[src/rtl/ptt_pkg.sv]
`default_nettype none
package ptt_pkg;

  localparam int TIMER_SLOTS = 16;
  localparam int IDX_W = (TIMER_SLOTS > 1) ? $clog2(TIMER_SLOTS) : 1;
  localparam int CNT_W = $clog2(TIMER_SLOTS + 1);

  localparam int IN_DATA_W  = 232;
  localparam int IN_USER_W  = 2;
  localparam int OUT_DATA_W = 144;
  localparam int OUT_USER_W = 1;

  typedef enum logic [1:0] {
    MODE_ADD    = 2'd0,
    MODE_REMOVE = 2'd1,
    MODE_FIRE   = 2'd2,
    MODE_QUERY  = 2'd3
  } mode_t;

  typedef enum logic [2:0] {
    ST_OK          = 3'd0,
    ST_DUP_ID      = 3'd1,
    ST_NOT_FOUND   = 3'd2,
    ST_FULL        = 3'd3,
    ST_ZERO_PERIOD = 3'd4
  } status_t;

  typedef enum logic [1:0] {
    RES_PLAIN,
    RES_QUERY,
    RES_PEND
  } res_sel_t;

  typedef enum logic [2:0] {
    S_IDLE,
    S_SCAN,
    S_SHIFT,
    S_DIV,
    S_FUPD,
    S_RESP,
    S_FIN
  } state_t;

  typedef struct packed {
    logic     load;
    logic     idx_clr;
    logic     idx_inc;
    logic     append;
    logic     shift_step;
    logic     dec_count;
    logic     div_start;
    logic     div_step;
    logic     fire_upd;
    logic     min_upd;
    logic     set_status;
    status_t  status_code;
    logic     push;
    res_sel_t sel;
    logic     push_last;
  } ptt_cmd_t;

  typedef struct packed {
    mode_t mode;
    logic  at_end;
    logic  id_match;
    logic  is_due;
    logic  div_last;
    logic  out_free;
    logic  count_full;
    logic  period_zero;
    logic  pend_valid;
  } ptt_sts_t;

endpackage
`default_nettype wire

[src/rtl/ptt_ctrl.sv]
`default_nettype none
module ptt_ctrl (
  input  wire                  clk,
  input  wire                  rst_n,
  input  wire                  in_tvalid,
  output logic                 in_tready,
  input  ptt_pkg::ptt_sts_t    sts,
  output ptt_pkg::ptt_cmd_t    cmd
);
  import ptt_pkg::*;

  state_t state_r, state_nxt;

  always_ff @(posedge clk) begin
    if (!rst_n) begin
      state_r <= S_IDLE;
    end else begin
      state_r <= state_nxt;
    end
  end

  always_comb begin
    state_nxt = state_r;
    cmd = '0;
    cmd.status_code = ST_OK;
    cmd.sel = RES_PLAIN;
    in_tready = 1'b0;
    case (state_r)
      S_IDLE: begin
        in_tready = 1'b1;
        if (in_tvalid) begin
          cmd.load = 1'b1;
          cmd.idx_clr = 1'b1;
          state_nxt = S_SCAN;
        end
      end
      S_SCAN: begin
        case (sts.mode)
          MODE_ADD: begin
            if (sts.at_end) begin
              if (sts.count_full) begin
                cmd.set_status = 1'b1;
                cmd.status_code = ST_FULL;
              end else if (sts.period_zero) begin
                cmd.set_status = 1'b1;
                cmd.status_code = ST_ZERO_PERIOD;
              end else begin
                cmd.append = 1'b1;
              end
              state_nxt = S_RESP;
            end else if (sts.id_match) begin
              cmd.set_status = 1'b1;
              cmd.status_code = ST_DUP_ID;
              state_nxt = S_RESP;
            end else begin
              cmd.idx_inc = 1'b1;
            end
          end
          MODE_REMOVE: begin
            if (sts.at_end) begin
              cmd.set_status = 1'b1;
              cmd.status_code = ST_NOT_FOUND;
              state_nxt = S_RESP;
            end else if (sts.id_match) begin
              // The pointer moves to the source of the first move-down step.
              cmd.idx_inc = 1'b1;
              state_nxt = S_SHIFT;
            end else begin
              cmd.idx_inc = 1'b1;
            end
          end
          MODE_FIRE: begin
            if (sts.at_end) begin
              state_nxt = S_FIN;
            end else if (sts.is_due) begin
              // A held fire result goes out first, since another one follows it.
              if (!sts.pend_valid || sts.out_free) begin
                if (sts.pend_valid) begin
                  cmd.push = 1'b1;
                  cmd.sel = RES_PEND;
                end
                cmd.div_start = 1'b1;
                state_nxt = S_DIV;
              end
            end else begin
              cmd.idx_inc = 1'b1;
            end
          end
          default: begin
            if (sts.at_end) begin
              state_nxt = S_RESP;
            end else begin
              cmd.min_upd = 1'b1;
              cmd.idx_inc = 1'b1;
            end
          end
        endcase
      end
      S_SHIFT: begin
        if (sts.at_end) begin
          cmd.dec_count = 1'b1;
          state_nxt = S_RESP;
        end else begin
          cmd.shift_step = 1'b1;
        end
      end
      S_DIV: begin
        cmd.div_step = 1'b1;
        if (sts.div_last) begin
          state_nxt = S_FUPD;
        end
      end
      S_FUPD: begin
        cmd.fire_upd = 1'b1;
        cmd.idx_inc = 1'b1;
        state_nxt = S_SCAN;
      end
      S_RESP: begin
        if (sts.out_free) begin
          cmd.push = 1'b1;
          cmd.push_last = 1'b1;
          cmd.sel = (sts.mode == MODE_QUERY) ? RES_QUERY : RES_PLAIN;
          state_nxt = S_IDLE;
        end
      end
      S_FIN: begin
        if (sts.out_free) begin
          cmd.push = 1'b1;
          cmd.push_last = 1'b1;
          cmd.sel = sts.pend_valid ? RES_PEND : RES_PLAIN;
          state_nxt = S_IDLE;
        end
      end
      default: begin
        state_nxt = S_IDLE;
      end
    endcase
  end

endmodule
`default_nettype wire

[src/rtl/ptt_dp.sv]
`default_nettype none
module ptt_dp (
  input  wire                               clk,
  input  wire                               rst_n,
  input  ptt_pkg::ptt_cmd_t                 cmd,
  output ptt_pkg::ptt_sts_t                 sts,
  input  wire [ptt_pkg::IN_DATA_W-1:0]      in_tdata,
  input  wire [ptt_pkg::IN_USER_W-1:0]      in_tuser,
  output logic                              out_tvalid,
  input  wire                               out_tready,
  output logic [ptt_pkg::OUT_DATA_W-1:0]    out_tdata,
  output logic [ptt_pkg::OUT_USER_W-1:0]    out_tuser,
  output logic                              out_tlast
);
  import ptt_pkg::*;

  // Timer table, read at the scan pointer only.
  logic [7:0]  id_q     [TIMER_SLOTS];
  logic [63:0] start_q  [TIMER_SLOTS];
  logic [31:0] period_q [TIMER_SLOTS];
  logic [63:0] due_q    [TIMER_SLOTS];

  logic [CNT_W-1:0] count_r;
  logic [CNT_W-1:0] idx_r;

  mode_t       mode_r;
  logic [7:0]  id_r;
  logic [63:0] start_r;
  logic [31:0] period_r;
  logic [63:0] first_r;
  logic [63:0] now_r;
  status_t     status_r;
  logic [63:0] min_r;

  logic [63:0] dvd_r;
  logic [31:0] rem_r;
  logic [5:0]  dcnt_r;

  logic        pend_v_r;
  logic [7:0]  pend_id_r;
  logic [63:0] pend_el_r;
  logic [63:0] pend_due_r;

  logic        out_valid_r;
  logic [OUT_DATA_W-1:0] out_data_r;
  logic        out_fired_r;
  logic        out_last_r;

  logic [IDX_W-1:0] ridx;
  logic [IDX_W-1:0] widx_shift;
  logic [7:0]  rd_id;
  logic [63:0] rd_start;
  logic [31:0] rd_period;
  logic [63:0] rd_due;
  logic [32:0] trial;
  logic [63:0] new_due;
  logic        out_free;

  assign ridx       = idx_r[IDX_W-1:0];
  assign widx_shift = ridx - IDX_W'(1);
  assign rd_id      = id_q[ridx];
  assign rd_start   = start_q[ridx];
  assign rd_period  = period_q[ridx];
  assign rd_due     = due_q[ridx];

  assign trial   = {rem_r, dvd_r[63]};
  // start + ((due - start) / p + 1) * p equals due - ((due - start) mod p) + p.
  assign new_due = rd_due - {32'd0, rem_r} + {32'd0, rd_period};
  assign out_free = !out_valid_r || out_tready;

  always_comb begin
    sts.mode        = mode_r;
    sts.at_end      = idx_r >= count_r;
    sts.id_match    = (rd_id == id_r) && (idx_r < count_r);
    sts.is_due      = now_r > rd_due;
    sts.div_last    = dcnt_r == 6'd63;
    sts.out_free    = out_free;
    sts.count_full  = count_r >= CNT_W'(TIMER_SLOTS);
    sts.period_zero = period_r == 32'd0;
    sts.pend_valid  = pend_v_r;
  end

  always_ff @(posedge clk) begin
    if (cmd.append) begin
      id_q[count_r[IDX_W-1:0]]     <= id_r;
      start_q[count_r[IDX_W-1:0]]  <= start_r;
      period_q[count_r[IDX_W-1:0]] <= period_r;
      due_q[count_r[IDX_W-1:0]]    <= first_r;
    end
    if (cmd.shift_step) begin
      id_q[widx_shift]     <= rd_id;
      start_q[widx_shift]  <= rd_start;
      period_q[widx_shift] <= rd_period;
      due_q[widx_shift]    <= rd_due;
    end
    if (cmd.fire_upd) begin
      due_q[ridx] <= new_due;
    end
  end

  always_ff @(posedge clk) begin
    if (!rst_n) begin
      count_r     <= '0;
      idx_r       <= '0;
      pend_v_r    <= 1'b0;
      out_valid_r <= 1'b0;
      mode_r      <= MODE_ADD;
      status_r    <= ST_OK;
      dcnt_r      <= '0;
    end else begin
      if (cmd.append) begin
        count_r <= count_r + CNT_W'(1);
      end else if (cmd.dec_count) begin
        count_r <= count_r - CNT_W'(1);
      end
      if (cmd.idx_clr) begin
        idx_r <= '0;
      end else if (cmd.idx_inc || cmd.shift_step) begin
        idx_r <= idx_r + CNT_W'(1);
      end
      if (cmd.load) begin
        mode_r   <= mode_t'(in_tuser[1:0]);
        status_r <= ST_OK;
      end else if (cmd.set_status) begin
        status_r <= cmd.status_code;
      end
      if (cmd.div_start) begin
        dcnt_r <= '0;
      end else if (cmd.div_step) begin
        dcnt_r <= dcnt_r + 6'd1;
      end
      if (cmd.load || (cmd.push && cmd.sel == RES_PEND)) begin
        pend_v_r <= 1'b0;
      end else if (cmd.fire_upd) begin
        pend_v_r <= 1'b1;
      end
      if (cmd.push) begin
        out_valid_r <= 1'b1;
      end else if (out_tready) begin
        out_valid_r <= 1'b0;
      end
    end
  end

  always_ff @(posedge clk) begin
    if (cmd.load) begin
      id_r     <= in_tdata[7:0];
      start_r  <= in_tdata[71:8];
      period_r <= in_tdata[103:72];
      first_r  <= in_tdata[167:104];
      now_r    <= in_tdata[231:168];
      min_r    <= '1;
    end else if (cmd.min_upd && rd_due < min_r) begin
      min_r <= rd_due;
    end
    if (cmd.div_start) begin
      dvd_r <= rd_due - rd_start;
      rem_r <= '0;
    end else if (cmd.div_step) begin
      dvd_r <= {dvd_r[62:0], 1'b0};
      if (trial >= {1'b0, rd_period}) begin
        rem_r <= 32'(trial - {1'b0, rd_period});
      end else begin
        rem_r <= trial[31:0];
      end
    end
    if (cmd.fire_upd) begin
      pend_id_r  <= rd_id;
      pend_el_r  <= now_r - rd_start;
      pend_due_r <= new_due;
    end
    if (cmd.push) begin
      out_last_r <= cmd.push_last;
      case (cmd.sel)
        RES_PEND: begin
          out_fired_r <= 1'b1;
          out_data_r  <= {5'(count_r), pend_due_r, pend_el_r, pend_id_r, ST_OK};
        end
        RES_QUERY: begin
          out_fired_r <= 1'b0;
          out_data_r  <= {5'(count_r), min_r, 64'd0, 8'd0, ST_OK};
        end
        default: begin
          out_fired_r <= 1'b0;
          out_data_r  <= {5'(count_r), 64'd0, 64'd0, 8'd0, status_r};
        end
      endcase
    end
  end

  assign out_tvalid = out_valid_r;
  assign out_tdata  = out_data_r;
  assign out_tuser  = out_fired_r;
  assign out_tlast  = out_last_r;

  a_count_range: assert property (@(posedge clk) disable iff (!rst_n)
    count_r <= CNT_W'(TIMER_SLOTS))
    else $error("timer count above table size");

  a_push_free: assert property (@(posedge clk) disable iff (!rst_n)
    cmd.push |-> out_free)
    else $error("result pushed over an untaken result");

  a_append_count: assert property (@(posedge clk) disable iff (!rst_n)
    cmd.append |=> count_r == $past(count_r) + CNT_W'(1))
    else $error("append did not grow the table");

  a_div_in_table: assert property (@(posedge clk) disable iff (!rst_n)
    cmd.div_start |-> idx_r < count_r)
    else $error("division started outside the table");

endmodule
`default_nettype wire

[src/rtl/periodic_timer_table_unit.sv]
`default_nettype none
// Channel   Direction  Transaction
// in_*      input      one command: add, remove, advance time and fire, or query
// out_*     output     one result; out_tlast marks the final result of a command
//
// Add, remove and query walk the table one slot per cycle. A fire walks the table
// and works out each due timer's next due time in the bit-serial 64-by-32
// remainder unit, waiting while a held result cannot go out.
// One command is worked at a time; in_tready is high only while the block is idle.
// A stalled out_tready holds the result register and pauses the walk before the
// next push. Reset empties the table at once; no clearing pass is needed.
module periodic_timer_table_unit (
  input  wire                               clk,
  input  wire                               rst_n,
  input  wire                               in_tvalid,
  output logic                              in_tready,
  // timer_id[7:0], start_time[71:8], period[103:72], first_due[167:104], now[231:168]
  input  wire [ptt_pkg::IN_DATA_W-1:0]      in_tdata,
  // mode[1:0]
  input  wire [ptt_pkg::IN_USER_W-1:0]      in_tuser,
  output logic                              out_tvalid,
  input  wire                               out_tready,
  // status[2:0], fired_id[10:3], elapsed[74:11], due_time[138:75], timer_count[143:139]
  output logic [ptt_pkg::OUT_DATA_W-1:0]    out_tdata,
  // fired[0]
  output logic [ptt_pkg::OUT_USER_W-1:0]    out_tuser,
  output logic                              out_tlast
);
  import ptt_pkg::*;

  ptt_cmd_t cmd;
  ptt_sts_t sts;

  ptt_ctrl u_ctrl (
    .clk       (clk),
    .rst_n     (rst_n),
    .in_tvalid (in_tvalid),
    .in_tready (in_tready),
    .sts       (sts),
    .cmd       (cmd)
  );

  ptt_dp u_dp (
    .clk        (clk),
    .rst_n      (rst_n),
    .cmd        (cmd),
    .sts        (sts),
    .in_tdata   (in_tdata),
    .in_tuser   (in_tuser),
    .out_tvalid (out_tvalid),
    .out_tready (out_tready),
    .out_tdata  (out_tdata),
    .out_tuser  (out_tuser),
    .out_tlast  (out_tlast)
  );

endmodule
`default_nettype wire

[config.mk]
export PLATFORM = sky130hd
export DESIGN_NAME = periodic_timer_table_unit
export DESIGN_NICKNAME = d
export VERILOG_FILES = /design/src/rtl/ptt_pkg.sv /design/src/rtl/ptt_ctrl.sv /design/src/rtl/ptt_dp.sv /design/src/rtl/periodic_timer_table_unit.sv
export SDC_FILE = /design/constraint.sdc
export NUM_CORES = 2
export LEC_CHECK = 0
export BUFFER_PORTS_ARGS = -buffer_cell sky130_fd_sc_hd__buf_2
export CORE_MARGIN = 3
export CORE_UTILIZATION = 35
export CTS_CLUSTER_DIAMETER = 200
export CTS_CLUSTER_SIZE = 40
export DETAILED_ROUTE_END_ITERATION = 6
export SETUP_SLACK_MARGIN = 0.02
export SKIP_CTS_REPAIR_TIMING = 1
export SYNTH_ARGS = -nofsm -noshare
export SYNTH_HDL_FRONTEND = slang
export SYNTH_SLANG_ARGS = --single-unit
[constraint.sdc]
create_clock -name clk -period 8.6 [get_ports clk]
set_input_delay 1.29 -clock clk [delete_from_list [all_inputs] [get_ports clk]]
set_output_delay 1.29 -clock clk [all_outputs]
set_load 0.05 [all_outputs]
# == Word level (Yosys, flattened, before mapping) ==
# Memories as Yosys holds them, arrays and structs flattened. A register that Yosys moved wholly into a read port is not among the register bits.
# Index checks and enable logic that the tools add are counted.
# word_totals
ram_bits,2688
output_inout_bits,148
in_bits,238
reg_bits,700
mem_count,4
wordCells,184
# classes
mux,94
n_addsub,10
n_eq_ne,20
n_lt_le_gt_ge,6
reduce_logical,27
n_bitwise,1
# memory_table
memory,depth,word_bits,rd,rd_ports_with_merged_regs,write_ports,line_no,source
u_dp.due_q,16,64,1,1,1,ptt_dp.sv:21,logic [63:0] due_q [TIMER_SLOTS];
u_dp.start_q,16,64,1,1,1,ptt_dp.sv:19,logic [63:0] start_q [TIMER_SLOTS];
u_dp.period_q,16,32,1,1,1,ptt_dp.sv:20,logic [31:0] period_q [TIMER_SLOTS];
u_dp.id_q,16,8,1,1,1,ptt_dp.sv:18,logic [7:0] id_q [TIMER_SLOTS];
# ops
operator,n
64-bit two-way mux,5
139-bit one-hot mux with 2 select lines,1
64-bit OR reduction,3
64-bit subtractor,2
4-bit two-way mux,20
64-bit by 32-bit adder with 64-bit output,1
64-bit > comparator,1
64-bit less-than comparator,1
32-bit two-way mux,2
64-bit by 32-bit subtractor with 64-bit output,1
3-bit two-way mux,16
1-bit two-way mux,35
33-bit by 32-bit >= comparator with 1-bit output,1
32-bit zero test,1
32-bit OR reduction,1
32-bit subtractor,1
3-bit one-hot mux with 3 select lines,2
3-bit one-hot mux with 6 select lines,1
5-bit two-way mux,3
4-bit inequality test (second input constant),3
5-bit by 1-bit adder with 5-bit output (second input constant),2
2-bit OR reduction,5
3-bit == test (second input constant),3
8-bit == test,1
28 further kinds,46

# == Logic depth before layout (Yosys ltp) ==
# depth
word_depth,12
depth_mapped,27
mapped_depth_nobuf,19

# == Modules after synthesis ==
# From an unflattened synthesis, not the netlist that was laid out.
# hier_totals
cells_unflattened,16759
hier_area_um2,181268.9
# modules_own_cells
mod,seq_area_each_um2,n_inst,area_per_inst_um2,cells_per_inst
ptt_dp,100536.4,1,180744.6,16679
ptt_ctrl,60.1,1,524.3,80

# == Least setup slack after synthesis ==
# OpenSTA, ideal clock, no wires.
# synth_timing
path_type,reg2reg
from,register u_ctrl.state_r[2]
to,register u_dp.first_r[0] (enable)
required_time_ns,7.913
setup_ns,0.687
path_slack_ns,-0.803
n_path_buf,3
synth_period_minus_slack_ns,9.403
stages_incl_launch_ff,7
arrival_ns,8.716
path_cell_list,dfxtp_1 clkbuf_1 buf_1 nor3_1 nand2_1 inv_1 clkbuf_1
# synth_via
elab_chain_cells,2
# synth_lines
element,line_no,source
start: declaration,ptt_ctrl.sv:12,"state_t state_r, state_nxt;"
start signal: assignment,ptt_ctrl.sv:18,state_r <= state_nxt;
3-bit zero test,ptt_ctrl.sv:28,case (state_r)
2-bit two-way mux,ptt_ctrl.sv:28,
end signal: assignment,ptt_dp.sv:150,first_r <= in_tdata[167:104];
end: declaration,ptt_dp.sv:30,logic [63:0] first_r;
# No other way between the ends.
# A chain may end at the register's enable or synchronous reset.

==> summary.txt <==
Timing
  – Worst slew margin: 2.53%
  – Fin crit share: 88.9%
  – # setup viols final: 0
  – Clk_skew: 0.165 ns
  – Crit path time final: 7.65 ns
  – F_max: 131 MHz
  – Worst-margin pin slew: 1.46 ns
  – Fin. Hold Viols: 0
  – Max Transition Viols Final: 0
  – Setup_tns: 0 ns
  – RSZ-0062 raised after global routing: no

Synth
  – Seq cells post-synth: 3,392
  – Synth Area in Adders: 3.63%
  – Synthesized area: 145,000 sq um
  – Mapped Cells: 8,406
  – Most used DFF post-synth: edfxtp_1
  – Yosys top cell area share: 67.7%
  – Top post-synthesis cells by area: edfxtp_1 (68%), mux4_2 (13%), ha_1 (3.1%)
  – Post-synth EDFFs: 3,266
  – Synth cell types: 87
  – Register area share after synthesis: 69.5%
  – Top cell type by total area after synthesis: edfxtp_1
  – Simple-gate portion of the synthesized area: 4.48%
  – Largest family of logic cells by synthesized area: multiplexers
  – Multiplexer area fraction after synthesis: 13.2%
  – Async set-reset flop share out of synthesis: 0%
  – Syn_area_per_cell: 17.2 sq um
  – Ys Warns: 0
  – Xor/xnor share of the synthesized area: 1.37%
  – Post-synthesis compound-gate area fraction: 5.74%
  – Syn Nets: 9,043

Cells and area
  – Layout Area Growth over Synthesis: 8.81%
  – Highest-count cells in the layout ignoring fill and taps: edfxtp_1 (3,266), mux4_2 (826), nand2_1 (557)
  – Commonest non-fill, non-tap cell in the layout: edfxtp_1
  – Layout cell share with drive strength beyond 1: 18.5%
  – Fin util: 38.4%
  – Final instance count without filler cells: 14,300
  – Nets@finish: 9,361

Worst setup path
  – Critical path arrival: 8.46 ns
  – Crit-path max FO: 60
  – Critical path type: reg -> reg
  – FF-to-FF End: u_dp.out_tdata[90]$_DFFE_PP_
  – Worst EP required: 9.41 ns
  – Reg2Reg Setup Slack: 0.95 ns
  – Setup crit start kind: flop
  – Critical path capture point type: flop
  – Worst R2R Path Depth: 17

Power
  – Int Power: 31,100 uW
  – PwrDens: 327 nW/um^2
  – Leakage: 0.0513 uW
  – IR Drop Worst-Case VDD: 0.354 mV
  – Flop pwr share: 44.0%
  – Comb power frac: 42.1%
  – Sw Pwr: 20,500 uW
  – Sw frac: 39.8%
  – Clk pwr share: 13.9%

Placed design
  – Placed insts: 14,100
  – DPL Wire Length: 292 mm
  – Routability cong.: 0.931
  – Port Buf Inserts: 385

Clocking
  – Total CTS buffers: 100
  – CTS tree: yes
  – CTS Sinks: 3,392
  – CTS root buffer: clkbuf_16
  – Clock transition at the registers of the reported paths: 0.16 ns
  – Clk buf depth: 4
  – CTS H-tree depth: 3
  – Worst-Skew Late Latency: 0.99 ns

Floorplan
  – Row cnt: 235
  – DIE AREA: 422,000 sq um
  – Die width: 649 um
  – CORE AREA: 411,000 sq um
  – Num ports: 386
  – Initial core utilization: 35.3%
  – Die span in y: 649 um

Drt
  – DR vias/cell: 5.65
  – Post-DR wirelength/cell: 31.1 um
  – Vias: 80,600
  – ANT nets after route: 0
  – Drt drc: 0
  – Drt first pass iters: 7
  – 1st-iter DRT viols: 10,200
  – Total wire length: 444 mm

GRT
  – Grt total ovfl: 0
  – Initial antenna violation count: 21
  – Vias in the first global route: 79,300
  – First-pass GRT wire length: 618 mm
  – Total Routing Usage GR: 20.5%
  – Largest net degree at the start of global routing: 104

Hold path
  – Hold Path Stages: 1
  – HP Start: in_tdata[52]
  – Hold endpoint: u_dp.start_r[44]$_DFFE_PP_
  – HP Class: in -> reg

Status
  – Status: complete, no violations

Run
  – Maxcap violations: 0
area by class of cell:
class	count	area (sq um)
Antenna cell	8	20.0
Clock buffer	173	2800
Clock inverter	8	158
Fill cell	37400	253000
Inverter	356	1360
Multi-Input combinational cell	4267	41500
Sequential cell	3392	101000
Tap cell	5451	6820
Timing Repair Buffer	607	4280
sequential cells by signal, summed over array words and instances (netlist names), 6 cells and up, named ones only:
signal           count
u_dp.start_r        64
u_dp.now_r          64
u_dp.dvd_r          64
u_dp.id_q          128
u_dp.rem_r          32
u_dp.due_q        1024
u_dp.period_r       32
u_dp.out_tdata     144
u_dp.pend_el_r      64
u_dp.period_q      512
u_dp.dcnt_r          6
u_dp.id_r            8
u_dp.pend_due_r     64
u_dp.start_q      1024
u_dp.min_r          64
u_dp.first_r        64
u_dp.pend_id_r       8
synth_stat cells, drive strengths merged (99+ instances only):
cell type,n
a21oi,387
xnor2,133
mux4,829
nor2,342
a21o,147
o21ai,361
clkbuf,206
edfxtp,3266
and2,99
ha,363
dfxtp,126
nand2,559
buf,185
inv,355
metal layers:
layer  vias to the layer above  GRT usage [%]  part of all wire [%]  routed length, um
met3                       524           2.31                   6.4              28600
met5                         -              0                     0                  0
li1                      33800              -                     -                  -
met4                         0           7.98                   4.8              21200
met1                     42800           27.6                    40             178000
met2                      3443           34.0                    49             216000
power by group through the flow:
stage                     clock (uW)  combinational [uW]  sequential [uW]
after CTS                       7320               21600            22700
after global placement             0               21200            23100
after floorplan                    0               13400            22800
final                           7140               21700            22700
after detailed placement           0               21500            23100
after global routing            7810               23300            22800
worst max path at each step:
stage | startpoint | to | cells after the start | slack (ns)
6_report | flop | u_dp.out_tdata[90]$_DFFE_PP_ | 17 | 0.95
5_1_grt | flop | u_dp.due_q[12][52]$_DFFE_PP_ | 18 | 0.59
4_1_cts | flop | u_dp.out_tdata[121]$_DFFE_PP_ | 17 | 1.06
3_5_place_dp | flop | u_dp.out_tdata[90]$_DFFE_PP_ | 17 | 1.10
3_3_place_gp | flop | u_dp.out_tdata[90]$_DFFE_PP_ | 18 | 1.13
2_1_floorplan | flop | u_dp.pend_v_r$_SDFFE_PP0P_ | 21 | 0.08
logic make-up after synthesis:
kind of cell | after synthesis
XOR/XNOR | 225
multiplexers | 876
AND/OR/NAND/NOR | 1420
flip-flops | 3392
adder cells (fa/ha/maj) | 399
buffers and inverters | 747
AO/OA/AOI/OAI | 1347
metrics by stage:
| stage | area (sq um) | setup slack, ns | power [uW] | hold WS [ns] |
|---|---|---|---|---|
| 6_report | 158000 | 0.951 | 51600 | 0.474 |
| 5_1_grt | 158000 | 0.586 | 53900 | 0.411 |
| 4_1_cts | 158000 | 1.06 | 51700 | 0.390 |
| 3_5_place_dp | 155000 | 1.10 | 44600 | 0.478 |
| 3_3_place_gp | 155000 | 1.13 | 44300 | 0.462 |
| 2_1_floorplan | 145000 | 0.0765 | 36300 | 0.452 |
worst max-delay path, cell delays in order, from the launching register on:
cell     delay [ns]
dfxtp_4        0.79
buf_12         0.49
mux4_2         0.58
mux4_2         0.65
inv_1          0.17
ha_1           0.18
nand4_1        0.14
nor4_1         0.75
nand4_1        0.41
a31oi_1        0.60
or4_1          0.38
nand4_1        0.23
o21a_1         0.22
inv_1          0.09
ha_2           0.86
buf_4          0.54
a22oi_1        0.13
nor2_1         0.14
(Power assumes the default switching activity.)
